[config.mk]
export PLATFORM = sky130hd
export DESIGN_NAME = tqga_mac
export DESIGN_NICKNAME = d
export VERILOG_FILES = /design/src/design/tqga_pkg.sv /design/src/design/tqga_mac.sv
export SDC_FILE = /design/constraint.sdc
export NUM_CORES = 2
export LEC_CHECK = 0
export ABC_AREA = 1
export ABC_CLOCK_PERIOD_IN_PS = 6400
export CAP_MARGIN = 15
export CORE_MARGIN = 1
export CORE_UTILIZATION = 55
export DETAILED_ROUTE_END_ITERATION = 12
export DONT_BUFFER_PORTS = 1
export GPL_TIMING_DRIVEN = 0
export PLACE_DENSITY = 0.7
export RECOVER_POWER = 25
export SLEW_MARGIN = 10
export SYNTH_ARGS = -nofsm -noshare
export SYNTH_HDL_FRONTEND = slang
export SYNTH_SLANG_ARGS = --single-unit
[constraint.sdc]
create_clock -name clk_i -period 6.4 [get_ports clk_i]
set_input_delay 1.28 -clock clk_i [delete_from_list [all_inputs] [get_ports clk_i]]
set_output_delay 1.28 -clock clk_i [all_outputs]
set_load 0.01 [all_outputs]
[src/design/tqga_pkg.sv]
package tqga_pkg;

  // Store geometry.
  localparam int MaxQubits  = 10;
  localparam int StoreDepth = 1 << MaxQubits;
  localparam int AddrW      = MaxQubits;

  // Field widths.
  localparam int CfgQW     = 4;
  localparam int QubitW    = $clog2(MaxQubits + 1);
  localparam int CmpW      = (CfgQW > QubitW) ? CfgQW : QubitW;
  localparam int IdxFieldW = 10;
  localparam int AmpW      = 16;
  localparam int WordW     = 2 * AmpW;
  localparam int CoefW     = 8;
  localparam int CoefPairW = 2 * CoefW;
  localparam int NumTerms  = 4;
  localparam int TermIdxW  = $clog2(NumTerms);
  localparam int GateRowW  = NumTerms * CoefPairW;

  // Datapath widths: Q2.6 x Q2.14 products, four-term sums.
  localparam int ProdW      = CoefW + AmpW;
  localparam int TermW      = ProdW + 1;
  localparam int SumW       = TermW + TermIdxW;
  localparam int RoundShift = 6;
  localparam int RoundBias  = 1 << (RoundShift - 1);
  localparam int RoundW     = SumW + 1 - RoundShift;

  localparam logic [AmpW-1:0] AmpMax = {1'b0, {(AmpW - 1){1'b1}}};
  localparam logic [AmpW-1:0] AmpMin = {1'b1, {(AmpW - 1){1'b0}}};
  localparam logic signed [RoundW-1:0] RoundHi = RoundW'($signed(AmpMax));
  localparam logic signed [RoundW-1:0] RoundLo = RoundW'($signed(AmpMin));

  // Stream beat layout.
  localparam int InDataW  = ((IdxFieldW + 2 * AmpW + 7) / 8) * 8;
  localparam int OutDataW = ((2 * AmpW + 7) / 8) * 8;

  // Configuration port.
  localparam int ApbAddrW  = 6;
  localparam int ApbDataW  = 64;
  localparam int ApbIdxLsb = 3;
  localparam int ApbIdxW   = ApbAddrW - ApbIdxLsb;

  // Register reset values; the gate resets to CNOT.
  localparam logic [CfgQW-1:0]    NumQubitsRst   = CfgQW'(10);
  localparam logic [CfgQW-1:0]    FirstQubitRst  = CfgQW'(1);
  localparam logic [CfgQW-1:0]    SecondQubitRst = CfgQW'(2);
  localparam logic [GateRowW-1:0] GateRow0Rst    = 64'd64;
  localparam logic [GateRowW-1:0] GateRow1Rst    = 64'd4194304;
  localparam logic [GateRowW-1:0] GateRow2Rst    = 64'd18014398509481984;
  localparam logic [GateRowW-1:0] GateRow3Rst    = 64'd274877906944;

  // Outstanding compute results the output side can hold.
  localparam int PendW   = 2;
  localparam int PendMax = 2;

  typedef enum logic [ApbIdxW-1:0] {
    RegNumQubits   = 3'd0,
    RegFirstQubit  = 3'd1,
    RegSecondQubit = 3'd2,
    RegGateRow0    = 3'd3,
    RegGateRow1    = 3'd4,
    RegGateRow2    = 3'd5,
    RegGateRow3    = 3'd6
  } reg_idx_e;

  typedef enum logic {
    FuncLoad    = 1'b0,
    FuncCompute = 1'b1
  } func_e;

  // Tag that travels with each amplitude read into the MAC.
  typedef struct packed {
    logic valid;
    logic first;
    logic last;
  } term_ctl_t;

  typedef struct packed {
    logic signed [SumW-1:0] re;
    logic signed [SumW-1:0] im;
  } cplx_sum_t;

  // Round to 14 fraction bits (ties upward) and clip; MSB of the result is the clip flag.
  function automatic logic [AmpW:0] round_sat(input logic signed [SumW-1:0] sum);
    logic signed [SumW:0]     biased;
    logic signed [RoundW-1:0] q;
    logic [AmpW:0]            r;
    biased = (SumW + 1)'(sum) + (SumW + 1)'(RoundBias);
    q      = biased[SumW:RoundShift];
    if (q > RoundHi) begin
      r = {1'b1, AmpMax};
    end else if (q < RoundLo) begin
      r = {1'b1, AmpMin};
    end else begin
      r = {1'b0, q[AmpW-1:0]};
    end
    return r;
  endfunction

endpackage

[src/design/tqga_mac.sv]
module tqga_mac (
  input  logic                               clk_i,
  input  logic                               rst_ni,
  input  tqga_pkg::term_ctl_t                term_i,
  input  logic [tqga_pkg::CoefPairW-1:0]     coef_i,
  input  logic [tqga_pkg::WordW-1:0]         amp_i,
  input  logic                               pop_i,
  output logic                               res_valid_o,
  output tqga_pkg::cplx_sum_t                res_o
);

  logic signed [tqga_pkg::CoefW-1:0] gr, gi;
  logic signed [tqga_pkg::AmpW-1:0]  ar, ai;

  logic signed [tqga_pkg::ProdW-1:0] prr_d, pii_d, pri_d, pir_d;
  logic signed [tqga_pkg::ProdW-1:0] prr_q, pii_q, pri_q, pir_q;
  tqga_pkg::term_ctl_t               p_ctl_q;

  logic signed [tqga_pkg::TermW-1:0] term_re, term_im;
  logic signed [tqga_pkg::SumW-1:0]  base_re, base_im;
  logic signed [tqga_pkg::SumW-1:0]  sum_re, sum_im;
  logic signed [tqga_pkg::SumW-1:0]  acc_re_q, acc_im_q;

  logic                res_valid_d, res_valid_q;
  logic                land;
  tqga_pkg::cplx_sum_t res_q;

  // Unpack the gate entry and the amplitude word.
  assign gr = coef_i[tqga_pkg::CoefW-1:0];
  assign gi = coef_i[tqga_pkg::CoefPairW-1:tqga_pkg::CoefW];
  assign ar = amp_i[tqga_pkg::AmpW-1:0];
  assign ai = amp_i[tqga_pkg::WordW-1:tqga_pkg::AmpW];

  // Four real partial products of one complex multiply.
  assign prr_d = tqga_pkg::ProdW'(gr) * tqga_pkg::ProdW'(ar);
  assign pii_d = tqga_pkg::ProdW'(gi) * tqga_pkg::ProdW'(ai);
  assign pri_d = tqga_pkg::ProdW'(gr) * tqga_pkg::ProdW'(ai);
  assign pir_d = tqga_pkg::ProdW'(gi) * tqga_pkg::ProdW'(ar);

  // Combine the products and add to the running sum; the first term restarts it.
  assign term_re = tqga_pkg::TermW'(prr_q) - tqga_pkg::TermW'(pii_q);
  assign term_im = tqga_pkg::TermW'(pri_q) + tqga_pkg::TermW'(pir_q);
  assign base_re = p_ctl_q.first ? '0 : acc_re_q;
  assign base_im = p_ctl_q.first ? '0 : acc_im_q;
  assign sum_re  = base_re + tqga_pkg::SumW'(term_re);
  assign sum_im  = base_im + tqga_pkg::SumW'(term_im);

  // The last term drops its sum into the result slot, which holds until popped.
  assign land        = p_ctl_q.valid & p_ctl_q.last;
  assign res_valid_d = land | (res_valid_q & ~pop_i);

  always_ff @(posedge clk_i or negedge rst_ni) begin
    if (!rst_ni) begin
      p_ctl_q     <= '0;
      res_valid_q <= 1'b0;
    end else begin
      p_ctl_q     <= term_i;
      res_valid_q <= res_valid_d;
    end
  end

  always_ff @(posedge clk_i) begin
    if (term_i.valid) begin
      prr_q <= prr_d;
      pii_q <= pii_d;
      pri_q <= pri_d;
      pir_q <= pir_d;
    end
    if (p_ctl_q.valid) begin
      acc_re_q <= sum_re;
      acc_im_q <= sum_im;
    end
    if (land) begin
      res_q.re <= sum_re;
      res_q.im <= sum_im;
    end
  end

  assign res_valid_o = res_valid_q;
  assign res_o       = res_q;

endmodule

==> reports/qor.tcl <==
set qor(final_nets) 4975
set qor(hold-worst-slack_ns) 0.452
set qor(max-clock-path-buffers) 3
set qor(clock-skew-final_ns) 0.0373
set qor(detailed_place_hpwl_um) 69900
set qor(yosys_most_used_dff) {sky130_fd_sc_hd__edfxtp_1}
set qor(cell_type_with_the_largest_total_area_after_synthesis) {sky130_fd_sc_hd__fa_1}
set qor(path_clk_slew_ns) 0.06
set qor(layout.core_utilization_pct) 58.5
set qor(distinct_cells_synth) 32
set qor(source_to_sink_clock_delay_at_the_later_pin_of_the_worst_skew_pair_ns) 0.55
set qor(hold_path.class) {in2async}
set qor(grt_antenna_before_repair) 5
set qor(grt_met1_use_pct) 41.1
set qor(wirelength_um) 82000
set qor(final.setup.tns_ns) 0
set qor(areaGrowthSynthToFinish_pct) 5.26
set qor(post-route-period-util_pct) 91.7
set qor(post-synth-top-area-fraction_pct) 29.1
set qor(numClockSinks) 208
set qor(drt_pass1_iterations) 10
set qor(postCtsResizedCells) 0
set qor(grt_pass1_vias) 24679
set qor(syn_nets) 4949
set qor(cts_hold_buf) 0
set qor(top_usage_layer) {met2}
set qor(timing.setup.critical_path_class) {in2reg}
set qor(setup_repair_after_global_routing_missed_its_margin) {no}
set qor(run_status) {finished with violations}
set qor(setup.reg_to_reg.worst_slack_ns) 2.41
set qor(via_count) 25156
set qor(ys_async_sr_fraction_pct) 1.92
set qor(synth-seq-area-share_pct) 19.5
set qor(yosysMostFrequentCell) {sky130_fd_sc_hd__inv_1}
set qor(numPortBuffers) 0
set qor(met2_track_demand_over_resource_in_global_routing_pct) 45.3
set qor(initial_utilization_pct) 55.6
set qor(final_max_slew_viol_count) 56
set qor(via_per_instance_ratio) 5.03
set qor(synthesis.yosys.warnings) 0
set qor(cts_made_buffers) 23
set qor(synth.area.top_cells) {sky130_fd_sc_hd__fa_1 29%, sky130_fd_sc_hd__edfxtp_1 19%, sky130_fd_sc_hd__inv_1 15%}
set qor(antenna_violating_nets_post_route) 0
set qor(floorplan.die.height_um) 243
set qor(crit_path_end_kind) {register}
set qor(detailedRoute.firstIterationViolations) 1867
set qor(cp-start-kind) {input port}
set qor(cap_violations) 1
set qor(htree_levels) 1
set qor(cp.arrival_ns) 6.07
set qor(ios) 109
set qor(critical_path.max_fanout) 10
set qor(die_w_um) 243
set qor(worst_r2r_endpoint) {acc_im_q[13]}
set qor(postCtsSetupRepairBufs) 0
set qor(post_route_cells_drive_above_1_share_pct) 1.89
set qor(worst_r2r_path_depth) 15
set qor(hold_violations_final) 0
set qor(worst_tran_pin_value_ns) 2.67
set qor(worst_setup_path_startpoint) {coef_i[10]}
set qor(placementRows) 88
set qor(max_freq_mhz) 170
set qor(drt-wirelength-per-cell_um) 16.4
set qor(tritoncts) {done}
set qor(synth-edff-count) 204
set qor(synth.cell_area_mm2) 0.0320
set qor(ys_seq_elements) 208
set qor(globalRouteMet3Util_pct) 4.83
set qor(drc) 1
set qor(setup_violations) 0
set qor(worst_slew_margin_rel_pct) -78.0
set qor(r2r-start) {p_ctl_q[1]}
set qor(post_synth_inst_count) 4196
set qor(core-area_mm2) 0.0576
set qor(violated_checks) {DRC, capacitance limit, slew limit}
set qor(required_time_worst_endpoint_ns) 6.61
set qor(post-route-min-period_ns) 5.87
set qor(wire_length_of_the_first_global_routing_pass_um) 131000
set qor(die_area_mm2) 0.0591
set qor(synthesized_area_divided_by_synthesized_cell_count_um2) 7.62
set qor(place_congestion) 0.986
set qor(globalRouteTotalUtil_pct) 28.6
set qor(clock-root-buffer) {sky130_fd_sc_hd__clkbuf_16}
set qor(globalRouteOverflowTotal) 0
set qor(yosys-top-cells-count) {1,290 x sky130_fd_sc_hd__inv_1, 1,177 x sky130_fd_sc_hd__nand2_1, 465 x sky130_fd_sc_hd__fa_1, 234 x sky130_fd_sc_hd__ha_1, 216 x sky130_fd_sc_hd__nor2_1}
set qor(grt_max_degree) 98
metal layers:
metal / part of all wire, % / vias up
met5: 0.044 / -
li1: - / 12165
met1: 44 / 12047
met4: 2.2 / 6
met3: 8.9 / 110
met2: 45 / 828
worst max-delay path by stage:
stage | end | slack, ns
2_1_floorplan | pii_q[20] | 1.09
3_3_place_gp | pir_q[23] | 0.15
3_5_place_dp | pir_q[23] | 0.14
4_1_cts | pir_q[23] | 0.69
5_1_grt | pir_q[23] | 0.34
6_report | pir_q[23] | 0.53
state kept, by name (all words and copies together), names as in the netlist:
signal	flops
prr_q	24
res_valid_o	1
acc_re_q	27
pri_q	24
pii_q	24
acc_im_q	27
pir_q	24
p_ctl_q	3
res_o	54
final cells by class:
type	instances	area, um^2
clock buffer	28	594
inverter	1292	4850
multi-input combinational	2584	20500
buffer	112	428
timing repair buffer	1	20.0
clock inverter	11	108
antenna	1	2.50
tap	765	957
sequential	208	6230
fill	5465	23900
critical path: stages:
cell and delay [ns]:
sky130_fd_sc_hd__clkbuf_1 0.64, sky130_fd_sc_hd__nand2_1 0.32, sky130_fd_sc_hd__fa_1 0.75, sky130_fd_sc_hd__inv_1 0.15
sky130_fd_sc_hd__fa_1 0.54, sky130_fd_sc_hd__inv_1 0.06, sky130_fd_sc_hd__fa_1 0.49, sky130_fd_sc_hd__inv_1 0.05
sky130_fd_sc_hd__fa_1 0.45, sky130_fd_sc_hd__ha_1 0.36, sky130_fd_sc_hd__nand2_1 0.08, sky130_fd_sc_hd__nor2_1 0.14
sky130_fd_sc_hd__inv_1 0.06, sky130_fd_sc_hd__nor2_1 0.20, sky130_fd_sc_hd__nand4_1 0.15, sky130_fd_sc_hd__nand3_1 0.12
sky130_fd_sc_hd__nand2_1 0.22
layout by cell type (no fill, tap or decap), types with 5 or more instances in the layout:
| cell type | count |
|---|---|
| sky130_fd_sc_hd__inv_1 | 1289 |
| sky130_fd_sc_hd__nand2_1 | 1177 |
| sky130_fd_sc_hd__fa_1 | 465 |
| sky130_fd_sc_hd__ha_1 | 234 |
| sky130_fd_sc_hd__nor2_1 | 216 |
| sky130_fd_sc_hd__edfxtp_1 | 204 |
| sky130_fd_sc_hd__nand3_1 | 140 |
| sky130_fd_sc_hd__clkbuf_1 | 111 |
| sky130_fd_sc_hd__a21oi_1 | 107 |
| sky130_fd_sc_hd__xor2_1 | 59 |
| sky130_fd_sc_hd__nand4_1 | 40 |
| sky130_fd_sc_hd__xnor2_1 | 34 |
| sky130_fd_sc_hd__o21ai_0 | 28 |
| sky130_fd_sc_hd__clkbuf_16 | 23 |
| sky130_fd_sc_hd__nor2_2 | 17 |
| sky130_fd_sc_hd__nand2_2 | 10 |
| sky130_fd_sc_hd__nor3_1 | 10 |
| sky130_fd_sc_hd__and2_1 | 10 |
| sky130_fd_sc_hd__o21bai_1 | 9 |
| sky130_fd_sc_hd__buf_2 | 6 |
| sky130_fd_sc_hd__a21o_1 | 6 |
| sky130_fd_sc_hd__nor3_2 | 5 |
| sky130_fd_sc_hd__clkinv_1 | 5 |
logic make-up (layout without fill, tap and decap cells):
| logic type | Yosys count | after routing | synth area share (%) |
|---|---|---|---|
| DFF | 208 | 208 | 19.5 |
| adders and majority gates | 699 | 699 | 38.2 |
| xor gates and xnor gates | 93 | 93 | 2.55 |
| AOI/OAI and AO/OA | 154 | 154 | 2.54 |
| and+or+nand+nor | 1638 | 1638 | 20.7 |
| buffers and inverters | 1404 | 1444 | 16.5 |
| other | 0 | 1 | 0 |
through the flow:
| stage | std cells | worst slack [ns] | area (um^2) |
|---|---|---|---|
| 2_1_floorplan | 4196 | 1.09 | 32000 |
| 3_3_place_gp | 4961 | 0.147 | 33000 |
| 3_5_place_dp | 4962 | 0.136 | 33000 |
| 4_1_cts | 5001 | 0.689 | 33700 |
| 5_1_grt | 5002 | 0.339 | 33700 |
| 6_report | 5002 | 0.534 | 33700 |
Power is left out: the tool's default activity adds up to more than one toggle a clock period on the data nets, which glitch-free logic cannot reach.
